--- config.mk ---
export PLATFORM = sky130hd
export DESIGN_NAME = particulate_sensor_frame_receiver_core
export DESIGN_NICKNAME = d
export VERILOG_FILES = /design/src/rtl/core/pmfr_pkg.sv /design/src/rtl/core/pmfr_queue.sv /design/src/rtl/core/pmfr_front.sv /design/src/rtl/core/pmfr_back.sv /design/src/rtl/core/particulate_sensor_frame_receiver_core.sv
export SDC_FILE = /design/constraint.sdc
export NUM_CORES = 1
export LEC_CHECK = 0
export ABC_AREA = 1
export ABC_CLOCK_PERIOD_IN_PS = 14200
export BUFFER_PORTS_ARGS = -buffer_cell sky130_fd_sc_hd__buf_4
export CAP_MARGIN = 10
export CELL_PAD_IN_SITES_DETAIL_PLACEMENT = 1
export CELL_PAD_IN_SITES_GLOBAL_PLACEMENT = 1
export CORE_ASPECT_RATIO = 1.4
export CORE_MARGIN = 2
export CORE_UTILIZATION = 35
export CTS_CLUSTER_DIAMETER = 150
export CTS_CLUSTER_SIZE = 24
export DETAILED_ROUTE_END_ITERATION = 16
export PLACE_DENSITY_LB_ADDON = 0.05
export SLEW_MARGIN = 25
export SYNTH_ARGS = -nofsm -noshare
export SYNTH_HDL_FRONTEND = slang
export SYNTH_SLANG_ARGS = --single-unit
--- constraint.sdc ---
create_clock -name clk -period 14.2 [get_ports clk]
set_input_delay 0.71 -clock clk [delete_from_list [all_inputs] [get_ports clk]]
set_output_delay 0.71 -clock clk [all_outputs]
set_load 0.005 [all_outputs]
--- src/rtl/core/pmfr_pkg.sv ---
// Shared types, constants and helpers for the particulate sensor frame receiver.
// No dependencies.
package pmfr_pkg;

    localparam int FRAME_BYTES  = 32;
    localparam int NUM_READINGS = 12;
    localparam int QUEUE_DEPTH  = 4;

    localparam int POS_W  = $clog2(FRAME_BYTES);
    localparam int RIDX_W = $clog2(NUM_READINGS);
    localparam int SLOT_W = (POS_W > RIDX_W) ? POS_W : RIDX_W;
    localparam int QPTR_W = $clog2(QUEUE_DEPTH);
    localparam int QCNT_W = $clog2(QUEUE_DEPTH + 1);

    localparam logic [7:0]  HDR_FIRST     = 8'h42;
    localparam logic [7:0]  HDR_SECOND    = 8'h4D;
    localparam logic [15:0] TIMEOUT_RESET = 16'd1000;
    localparam int          READING_BASE  = 4;

    typedef enum logic [1:0] {
        OP_BYTE  = 2'd0,
        OP_TICK  = 2'd1,
        OP_QUERY = 2'd2,
        OP_NONE  = 2'd3
    } opcode_t;

    typedef enum logic [1:0] {
        KIND_MASS  = 2'd0,
        KIND_COUNT = 2'd1,
        KIND_ALL   = 2'd2,
        KIND_BAD   = 2'd3
    } kind_t;

    typedef enum logic [1:0] {
        CT_NONE     = 2'd0,
        CT_STANDARD = 2'd1,
        CT_ENV      = 2'd2,
        CT_BAD      = 2'd3
    } ctype_t;

    localparam logic [2:0] SIZE_1P0 = 3'd3;
    localparam logic [2:0] SIZE_2P5 = 3'd4;
    localparam logic [2:0] SIZE_10  = 3'd6;
    localparam logic [2:0] SIZE_MIN = 3'd1;
    localparam logic [2:0] SIZE_MAX = 3'd6;

    localparam logic [RIDX_W-1:0] IDX_STD_BASE   = RIDX_W'(0);
    localparam logic [RIDX_W-1:0] IDX_ENV_BASE   = RIDX_W'(3);
    localparam logic [RIDX_W-1:0] IDX_COUNT_OFFS = RIDX_W'(5);
    localparam logic [RIDX_W-1:0] IDX_LAST       = RIDX_W'(NUM_READINGS - 1);

    typedef enum logic [2:0] {
        ST_VALUE       = 3'd0,
        ST_FRAME_OK    = 3'd1,
        ST_CSUM_ERR    = 3'd2,
        ST_TIMEOUT     = 3'd3,
        ST_UNSUPPORTED = 3'd4,
        ST_NO_DATA     = 3'd5
    } status_t;

    typedef struct packed {
        logic              all;
        status_t           status;
        logic [RIDX_W-1:0] index;
    } job_t;

    typedef struct packed {
        logic valid;
        job_t job;
    } push_t;

    typedef logic [NUM_READINGS-1:0][15:0] readings_t;

    // true when both bytes of reading i lie before the trailer
    function automatic logic reading_in_frame(input int i);
        return (READING_BASE + 2 * i + 1) < (FRAME_BYTES - 2);
    endfunction

endpackage

--- src/rtl/core/pmfr_queue.sv ---
// Short job queue between front and back of the frame receiver.
// Depends on pmfr_pkg.
module pmfr_queue
(
    input  logic          clk,
    input  logic          rst_n,
    input  pmfr_pkg::push_t push,
    input  logic          pop,
    output pmfr_pkg::job_t head,
    output logic          head_valid,
    output logic          empty,
    output logic          full
);

    pmfr_pkg::job_t                 mem [pmfr_pkg::QUEUE_DEPTH];
    logic [pmfr_pkg::QPTR_W-1:0]    wr_ptr_reg;
    logic [pmfr_pkg::QPTR_W-1:0]    wr_ptr_next;
    logic [pmfr_pkg::QPTR_W-1:0]    rd_ptr_reg;
    logic [pmfr_pkg::QPTR_W-1:0]    rd_ptr_next;
    logic [pmfr_pkg::QCNT_W-1:0]    count_reg;
    logic [pmfr_pkg::QCNT_W-1:0]    count_next;
    logic                           do_push;
    logic                           do_pop;

    assign empty      = (count_reg == '0);
    assign full       = (count_reg == pmfr_pkg::QCNT_W'(pmfr_pkg::QUEUE_DEPTH));
    assign head_valid = !empty;
    assign head       = mem[rd_ptr_reg];
    assign do_push    = push.valid && !full;
    assign do_pop     = pop && !empty;

    always_comb
    begin
        wr_ptr_next = wr_ptr_reg;
        rd_ptr_next = rd_ptr_reg;
        count_next  = count_reg;
        if (do_push)
        begin
            wr_ptr_next = (wr_ptr_reg == pmfr_pkg::QPTR_W'(pmfr_pkg::QUEUE_DEPTH - 1))
                        ? '0 : wr_ptr_reg + 1'b1;
        end
        if (do_pop)
        begin
            rd_ptr_next = (rd_ptr_reg == pmfr_pkg::QPTR_W'(pmfr_pkg::QUEUE_DEPTH - 1))
                        ? '0 : rd_ptr_reg + 1'b1;
        end
        if (do_push && !do_pop)
        begin
            count_next = count_reg + 1'b1;
        end
        else if (!do_push && do_pop)
        begin
            count_next = count_reg - 1'b1;
        end
    end

    always_ff @(posedge clk or negedge rst_n)
    begin
        if (!rst_n)
        begin
            wr_ptr_reg <= '0;
            rd_ptr_reg <= '0;
            count_reg  <= '0;
        end
        else
        begin
            wr_ptr_reg <= wr_ptr_next;
            rd_ptr_reg <= rd_ptr_next;
            count_reg  <= count_next;
        end
    end

    always_ff @(posedge clk)
    begin
        if (do_push)
        begin
            mem[wr_ptr_reg] <= push.job;
        end
    end

endmodule

--- src/rtl/core/pmfr_front.sv ---
// Front end: accepts beats, hunts headers, assembles and checks frames,
// counts ticks, classifies queries and pushes result jobs. Depends on pmfr_pkg.
module pmfr_front
(
    input  logic                    clk,
    input  logic                    rst_n,
    input  logic                    timeout_ticks_we,
    input  logic [15:0]             timeout_ticks_wdata,
    input  logic                    in_valid,
    output logic                    in_ready,
    input  logic [1:0]              opcode,
    input  logic [7:0]              rx_byte,
    input  logic [1:0]              metric_kind,
    input  logic [1:0]              concentration_type,
    input  logic [2:0]              particle_size,
    input  logic                    q_empty,
    input  logic                    q_full,
    output pmfr_pkg::push_t         push,
    output logic                    latch,
    output pmfr_pkg::readings_t     latched
);

    logic [15:0]                    timeout_reg;
    logic [pmfr_pkg::POS_W-1:0]     pos_reg;
    logic [pmfr_pkg::POS_W-1:0]     pos_next;
    logic [15:0]                    sum_reg;
    logic [15:0]                    sum_next;
    logic [15:0]                    tick_reg;
    logic [15:0]                    tick_next;
    logic [15:0]                    tick_inc;
    logic [7:0]                     trailer_hi_reg;
    logic                           have_frame_reg;
    logic                           have_frame_next;
    pmfr_pkg::readings_t            staging_reg;
    pmfr_pkg::readings_t            latched_reg;
    logic                           accept;
    logic                           frame_end;
    logic                           hdr_fail;
    logic [pmfr_pkg::SLOT_W-1:0]    slot;
    logic                           csum_ok;

    always_comb
    begin
        frame_end = (pmfr_pkg::opcode_t'(opcode) == pmfr_pkg::OP_BYTE)
                 && (pos_reg == pmfr_pkg::POS_W'(pmfr_pkg::FRAME_BYTES - 1));
        in_ready  = !q_full && !(frame_end && !q_empty);
        accept    = in_valid && in_ready;
        hdr_fail  = ((pos_reg == pmfr_pkg::POS_W'(0)) && (rx_byte != pmfr_pkg::HDR_FIRST))
                 || ((pos_reg == pmfr_pkg::POS_W'(1)) && (rx_byte != pmfr_pkg::HDR_SECOND));
        slot      = (pmfr_pkg::SLOT_W'(pos_reg) - pmfr_pkg::SLOT_W'(pmfr_pkg::READING_BASE)) >> 1;
        csum_ok   = ({trailer_hi_reg, rx_byte} == sum_reg);
        tick_inc  = (tick_reg == 16'hFFFF) ? tick_reg : tick_reg + 16'd1;
    end

    always_comb
    begin
        pos_next        = pos_reg;
        sum_next        = sum_reg;
        tick_next       = tick_reg;
        have_frame_next = have_frame_reg;
        latch           = 1'b0;
        push            = '0;
        if (accept)
        begin
            case (pmfr_pkg::opcode_t'(opcode))
                pmfr_pkg::OP_BYTE:
                begin
                    if (hdr_fail)
                    begin
                        pos_next = '0;
                        sum_next = '0;
                    end
                    else if (frame_end)
                    begin
                        pos_next       = '0;
                        sum_next       = '0;
                        tick_next      = '0;
                        push.valid     = 1'b1;
                        push.job.index = '0;
                        if (csum_ok)
                        begin
                            latch           = 1'b1;
                            have_frame_next = 1'b1;
                            push.job.status = pmfr_pkg::ST_FRAME_OK;
                        end
                        else
                        begin
                            push.job.status = pmfr_pkg::ST_CSUM_ERR;
                        end
                    end
                    else
                    begin
                        pos_next = pos_reg + 1'b1;
                        if ((32'(pos_reg) + 2) < pmfr_pkg::FRAME_BYTES)
                        begin
                            sum_next = sum_reg + 16'(rx_byte);
                        end
                    end
                end
                pmfr_pkg::OP_TICK:
                begin
                    tick_next = tick_inc;
                    if (tick_inc >= timeout_reg)
                    begin
                        pos_next        = '0;
                        sum_next        = '0;
                        tick_next       = '0;
                        push.valid      = 1'b1;
                        push.job.status = pmfr_pkg::ST_TIMEOUT;
                    end
                end
                pmfr_pkg::OP_QUERY:
                begin
                    push.valid      = 1'b1;
                    push.job.status = pmfr_pkg::ST_UNSUPPORTED;
                    if (!have_frame_reg)
                    begin
                        push.job.status = pmfr_pkg::ST_NO_DATA;
                    end
                    else if (pmfr_pkg::kind_t'(metric_kind) == pmfr_pkg::KIND_ALL)
                    begin
                        push.job.all    = 1'b1;
                        push.job.status = pmfr_pkg::ST_VALUE;
                    end
                    else if (pmfr_pkg::kind_t'(metric_kind) == pmfr_pkg::KIND_MASS
                          && (pmfr_pkg::ctype_t'(concentration_type) == pmfr_pkg::CT_STANDARD
                           || pmfr_pkg::ctype_t'(concentration_type) == pmfr_pkg::CT_ENV))
                    begin
                        push.job.index = (pmfr_pkg::ctype_t'(concentration_type)
                                          == pmfr_pkg::CT_STANDARD)
                                       ? pmfr_pkg::IDX_STD_BASE : pmfr_pkg::IDX_ENV_BASE;
                        if (particle_size == pmfr_pkg::SIZE_1P0)
                        begin
                            push.job.status = pmfr_pkg::ST_VALUE;
                        end
                        else if (particle_size == pmfr_pkg::SIZE_2P5)
                        begin
                            push.job.status = pmfr_pkg::ST_VALUE;
                            push.job.index  = push.job.index + pmfr_pkg::RIDX_W'(1);
                        end
                        else if (particle_size == pmfr_pkg::SIZE_10)
                        begin
                            push.job.status = pmfr_pkg::ST_VALUE;
                            push.job.index  = push.job.index + pmfr_pkg::RIDX_W'(2);
                        end
                        else
                        begin
                            push.job.index = '0;
                        end
                    end
                    else if (pmfr_pkg::kind_t'(metric_kind) == pmfr_pkg::KIND_COUNT
                          && particle_size >= pmfr_pkg::SIZE_MIN
                          && particle_size <= pmfr_pkg::SIZE_MAX)
                    begin
                        push.job.status = pmfr_pkg::ST_VALUE;
                        push.job.index  = pmfr_pkg::RIDX_W'(particle_size)
                                        + pmfr_pkg::IDX_COUNT_OFFS;
                    end
                end
                default:
                begin
                end
            endcase
        end
    end

    always_ff @(posedge clk or negedge rst_n)
    begin
        if (!rst_n)
        begin
            timeout_reg    <= pmfr_pkg::TIMEOUT_RESET;
            pos_reg        <= '0;
            sum_reg        <= '0;
            tick_reg       <= '0;
            have_frame_reg <= 1'b0;
        end
        else
        begin
            if (timeout_ticks_we)
            begin
                timeout_reg <= timeout_ticks_wdata;
            end
            pos_reg        <= pos_next;
            sum_reg        <= sum_next;
            tick_reg       <= tick_next;
            have_frame_reg <= have_frame_next;
        end
    end

    // frame payload, captured per beat and copied out on a good checksum
    always_ff @(posedge clk)
    begin
        if (accept && pmfr_pkg::opcode_t'(opcode) == pmfr_pkg::OP_BYTE && !hdr_fail)
        begin
            if (pos_reg == pmfr_pkg::POS_W'(pmfr_pkg::FRAME_BYTES - 2))
            begin
                trailer_hi_reg <= rx_byte;
            end
            if (32'(pos_reg) >= pmfr_pkg::READING_BASE
                && 32'(slot) < pmfr_pkg::NUM_READINGS)
            begin
                if (pos_reg[0])
                begin
                    staging_reg[slot[pmfr_pkg::RIDX_W-1:0]][7:0] <= rx_byte;
                end
                else
                begin
                    staging_reg[slot[pmfr_pkg::RIDX_W-1:0]][15:8] <= rx_byte;
                end
            end
        end
        if (latch)
        begin
            for (int i = 0; i < pmfr_pkg::NUM_READINGS; i++)
            begin
                latched_reg[i] <= pmfr_pkg::reading_in_frame(i) ? staging_reg[i] : 16'd0;
            end
        end
    end

    assign latched = latched_reg;

endmodule

--- src/rtl/core/pmfr_back.sv ---
// Back end: expands queued jobs into result beats and holds the output register.
// Depends on pmfr_pkg.
module pmfr_back
(
    input  logic                        clk,
    input  logic                        rst_n,
    input  pmfr_pkg::job_t              head,
    input  logic                        head_valid,
    output logic                        pop,
    input  pmfr_pkg::readings_t         latched,
    output logic                        out_valid,
    input  logic                        out_ready,
    output logic [2:0]                  status,
    output logic [15:0]                 reading,
    output logic [3:0]                  reading_index,
    output logic                        last
);

    logic                           valid_reg;
    logic [2:0]                     status_reg;
    logic [15:0]                    reading_reg;
    logic [3:0]                     index_reg;
    logic                           last_reg;
    logic [pmfr_pkg::RIDX_W-1:0]    cnt_reg;
    logic [pmfr_pkg::RIDX_W-1:0]    cnt_next;
    logic                           load;
    logic [pmfr_pkg::RIDX_W-1:0]    sel_index;
    logic                           sel_last;

    always_comb
    begin
        load      = head_valid && (!valid_reg || out_ready);
        sel_index = head.all ? cnt_reg : head.index;
        sel_last  = !head.all || (cnt_reg == pmfr_pkg::IDX_LAST);
        pop       = load && sel_last;
        cnt_next  = cnt_reg;
        if (load && head.all)
        begin
            cnt_next = sel_last ? '0 : cnt_reg + 1'b1;
        end
    end

    always_ff @(posedge clk or negedge rst_n)
    begin
        if (!rst_n)
        begin
            valid_reg <= 1'b0;
            cnt_reg   <= '0;
        end
        else
        begin
            cnt_reg <= cnt_next;
            if (load)
            begin
                valid_reg <= 1'b1;
            end
            else if (out_ready)
            begin
                valid_reg <= 1'b0;
            end
        end
    end

    always_ff @(posedge clk)
    begin
        if (load)
        begin
            status_reg  <= head.status;
            last_reg    <= sel_last;
            if (head.status == pmfr_pkg::ST_VALUE)
            begin
                reading_reg <= latched[sel_index];
                index_reg   <= 4'(sel_index);
            end
            else
            begin
                reading_reg <= '0;
                index_reg   <= '0;
            end
        end
    end

    assign out_valid     = valid_reg;
    assign status        = status_reg;
    assign reading       = reading_reg;
    assign reading_index = index_reg;
    assign last          = last_reg;

endmodule

--- src/rtl/core/particulate_sensor_frame_receiver_core.sv ---
// Path: an accepted beat's job is written into the job queue, then loaded into the
// back-end output register that drives out_valid.
// Throughput: one beat per cycle; an all-readings query emits twelve results
// from the back end; input stalls while the four-entry job queue is full,
// and the frame-final byte waits until the queue has drained (it rewrites the readings).
// Reset: control state cleared, timeout_ticks to 1000; frame and reading stores
// hold no reset value and are never read before being written.
module particulate_sensor_frame_receiver_core
(
    input  logic        clk,
    input  logic        rst_n,
    input  logic        timeout_ticks_we,
    input  logic [15:0] timeout_ticks_wdata,
    input  logic        in_valid,
    output logic        in_ready,
    input  logic [1:0]  opcode,
    input  logic [7:0]  rx_byte,
    input  logic [1:0]  metric_kind,
    input  logic [1:0]  concentration_type,
    input  logic [2:0]  particle_size,
    output logic        out_valid,
    input  logic        out_ready,
    output logic [2:0]  status,
    output logic [15:0] reading,
    output logic [3:0]  reading_index,
    output logic        last
);

    pmfr_pkg::push_t        push;
    pmfr_pkg::job_t         head;
    pmfr_pkg::readings_t    latched;
    logic                   head_valid;
    logic                   pop;
    logic                   q_empty;
    logic                   q_full;
    logic                   latch;

    pmfr_front u_front
    (
        .clk                 (clk),
        .rst_n               (rst_n),
        .timeout_ticks_we    (timeout_ticks_we),
        .timeout_ticks_wdata (timeout_ticks_wdata),
        .in_valid            (in_valid),
        .in_ready            (in_ready),
        .opcode              (opcode),
        .rx_byte             (rx_byte),
        .metric_kind         (metric_kind),
        .concentration_type  (concentration_type),
        .particle_size       (particle_size),
        .q_empty             (q_empty),
        .q_full              (q_full),
        .push                (push),
        .latch               (latch),
        .latched             (latched)
    );

    pmfr_queue u_queue
    (
        .clk        (clk),
        .rst_n      (rst_n),
        .push       (push),
        .pop        (pop),
        .head       (head),
        .head_valid (head_valid),
        .empty      (q_empty),
        .full       (q_full)
    );

    pmfr_back u_back
    (
        .clk           (clk),
        .rst_n         (rst_n),
        .head          (head),
        .head_valid    (head_valid),
        .pop           (pop),
        .latched       (latched),
        .out_valid     (out_valid),
        .out_ready     (out_ready),
        .status        (status),
        .reading       (reading),
        .reading_index (reading_index),
        .last          (last)
    );

    a_no_overflow : assert property (@(posedge clk) disable iff (!rst_n)
        push.valid |-> !q_full)
        else $error("job pushed into full queue");

    a_latch_idle : assert property (@(posedge clk) disable iff (!rst_n)
        latch |-> (q_empty && !head_valid))
        else $error("readings rewritten while jobs pending");

    a_multi_is_value : assert property (@(posedge clk) disable iff (!rst_n)
        (out_valid && !last) |-> (status == pmfr_pkg::ST_VALUE))
        else $error("non-final beat carries a non-value status");

endmodule

==> metrics.md <==
| Metric | Value |
|---|---|
| Post-Route Setup TNS | `0 ns` |
| Chip height | `306 um` |
| Worst Hold Class | `input port to async pin` |
| CP Max Fanout | `7` |
| Vias in the first global route | `15700` |
| Crit path required time | `14.68 ns` |
| Die area | `67100 sq um` |
| Total Wirelength | `62500 um` |
| Initial drt markers | `905` |
| Drt first pass iters | `5` |
| Routed WL per cell | `21.2 um` |
| Critical Path Start Type | `flip-flop` |
| Clk Latency, worst-skew pair | `0.59 ns` |
| Leak pwr | `9.44 nW` |
| Pins Over Slew Limit | `0` |
| PortBufs | `63` |
| Area grow syn2layout | `8.53%` |
| Buf+Inv Stages, Crit Path | `4` |
| Design Area, Final | `24700 sq um` |
| Final nets | `2177` |
| First-pass GRT wire length | `96000 um` |
| R2r endpoint | `u_queue.count_reg[1]` |
| CP max stage cell | `nor3_1` |
| Core Area | `64300 sq um` |
| Highest-count cells in the layout ignoring fill and taps | `448 x edfxtp_1, 345 x nand2_1, 269 x inv_1` |
| Synth area leader | `edfxtp_1` |
| Drc violations | `0` |
| Slowest Stage Delay on Critical Path | `0.51 ns` |
| Hold Vio Cnt, Final | `0` |
| Worst VDD drop | `0.106 mV` |
| Clock sink count | `514` |
| Dpl hpwl | `41400 um` |
| R2R Path Start | `u_front.tick_reg[0]` |
| Reg clk slew, reported paths | `0.11 ns` |
| R2R Setup Slk | `9.77 ns` |
| Worst Skew | `0.0263 ns` |
| Remaining antenna violation count | `0` |
| Most used cell along the critical path | `inv_1` |
| Gpl congestion | `0.781` |
| Area of the multi-input gates | `6120 sq um` |
| H-tree depth | `1` |
| Number of antenna diodes | `0` |
| Slew margin rel. | `0.305` |
| Syn_area_per_cell | `10.9 sq um` |
| Netlist Area Pre-Place | `22800 sq um` |
| Critical path endpoint category | `flip-flop` |
| Pwr/cell area | `169 nW/um^2` |
| Fillcell total | `7051` |
| Via count | `14900` |
| Initial Utilization | `0.354` |
| FF/Latch Area | `15100 sq um` |
| WS Path Type | `flip-flop to flip-flop` |
| Cells after Synth | `2088` |
| Status | `finished, final reports clean` |
| Synth cell types | `48` |
| Max cap viols | `0` |
| Clock Path Buffers | `3` |
| Die W | `220 um` |
| Worst Tran Pin Value | `1.04 ns` |
| Ports | `64` |
| Initial antenna violation count | `0` |
| Seq/Total Area, Yosys | `0.664` |
| Commonest non-fill, non-tap cell in the layout | `edfxtp_1` |
| CTS tree | `yes` |
| Data arrival time of the worst path | `4.91 ns` |
| Cts bufs inserted | `25` |
| Cell Chain, Critical Path | `nand3_1, nor2_1, inv_1, nor3_1, nand3b_1, and2_1, nor3_1, inv_1, ha_1, a21oi_1, o21ai_0, nor2_1, nand2_1, nand2_1, nand3_1, nand2_1, inv_1, ha_1, inv_1, fa_1, mux2_2` |
| Syn nets | `2175` |
| Dominant delay contributor by cell family on the critical path | `simple AND/OR/NAND/NOR gates` |
| Root buffer cell | `clkbuf_16` |
| Tmin final | `4.43 ns` |
| Worst Reg-to-Reg Cells | `21` |
| Row count | `110` |
| Vias per inst | `5.05` |
| Cell Area, Placed | `24000 sq um` |
| Postcts setup bufs | `0` |
| Tot GR Track Use | `0.189` |
| Fmax | `226 MHz` |
| CTS resizes | `0` |
| Pin count of the biggest net entering global routing | `193` |
| Total grt overflow | `0` |
| Crit share post-route | `0.312` |
| RSZ-0062 raised after global routing | `false` |
| Synth warnings | `0` |
| Hold buffer count at cts | `0` |
| Synth top area share | `0.591` |
| Register bit total from synthesis | `514` |
| Layout cells sized above 1 | `0.0730` |
| Final setup vio count | `0` |
| Synth area leaders | `edfxtp_1 59%, dfrtp_1 6.6%, nand2_1 5.7%` |
-- synthesized netlist by cell type, drive strengths merged --
cell type,number
a21o,2
dfstp,6
clkbuf,63
o211ai,32
inv,277
nor3,210
nand3b,2
xnor2,10
clkinv,6
nor2,116
a21boi,2
a21oi,48
xor2,13
and2,1
o221ai,1
dfrtp,60
nand3,239
o22ai,4
nand2,356
nor4,3
mux2,2
edfxtp,448
or2,7
o21ai,74
a31oi,2
ha,47
nand4,9
or3,2
a311oi,1
buf,43
fa,2
-- logic make-up after synthesis --
| kind of cell | after synthesis | share of synthesized area |
|---|---|---|
| mux | 2 | 0.000989 |
| buf+inv | 389 | 0.0692 |
| xor+xnor | 23 | 0.00885 |
| simple gates | 945 | 0.187 |
| compound gates | 166 | 0.0424 |
| fa+ha+maj | 49 | 0.0276 |
| flops | 514 | 0.664 |
-- power breakdown --
group / internal [mW] / switching, mW
combinational: 0.406 / 1.16
sequential: 1.71 / 0.0672
clock: 0.341 / 0.486
total: 2.46 / 1.72
-- cell type report --
cell class	instances	share of cell area
well taps	840	0.0425
clock inverters	2	0.00101
clock buffers	44	0.0282
inverters	283	0.0432
multi-input cells	1185	0.248
flip-flops and latches	514	0.612
repair buffers	81	0.0259
-- worst max-delay path by stage --
| stage | start | endpoint | slack (ns) | cells past startpoint |
|---|---|---|---|---|
| finish | u_front.tick_reg[0] | u_queue.count_reg[1] | 9.77 | 21 |
| global route | u_front.tick_reg[0] | u_queue.count_reg[2] | 9.30 | 28 |
| CTS | u_front.tick_reg[0] | u_queue.count_reg[2] | 9.73 | 28 |
| detailed placement | u_front.tick_reg[0] | u_queue.count_reg[2] | 9.75 | 28 |
| global placement | u_front.tick_reg[0] | u_queue.count_reg[2] | 9.72 | 28 |
| floorplan | u_front.pos_reg[0] | u_front.latched[0] | 4.37 | 12 |
-- per-layer routing --
metal	GRT usage	part of all wire	vias to the layer above
met5	0	0	-
met4	0.0557	0.028	0
met2	0.347	0.53	252
met1	0.233	0.41	7461
met3	0.0167	0.029	84
li1	-	-	7107
-- metrics by stage --
step	util	hold slack, ns	power, mW	std cells	setup WS [ns]
3_3_place_gp	0.373	0.400	3.41	2902	9.72
4_1_cts	0.384	0.265	4.26	2948	9.73
2_1_floorplan	-	0.400	2.80	2088	4.37
3_5_place_dp	0.373	0.406	3.43	2902	9.75
6_report	0.385	0.246	4.18	2949	9.77
5_1_grt	0.385	0.288	4.44	2949	9.30
Note: power is estimated with default switching activity, not from simulation.
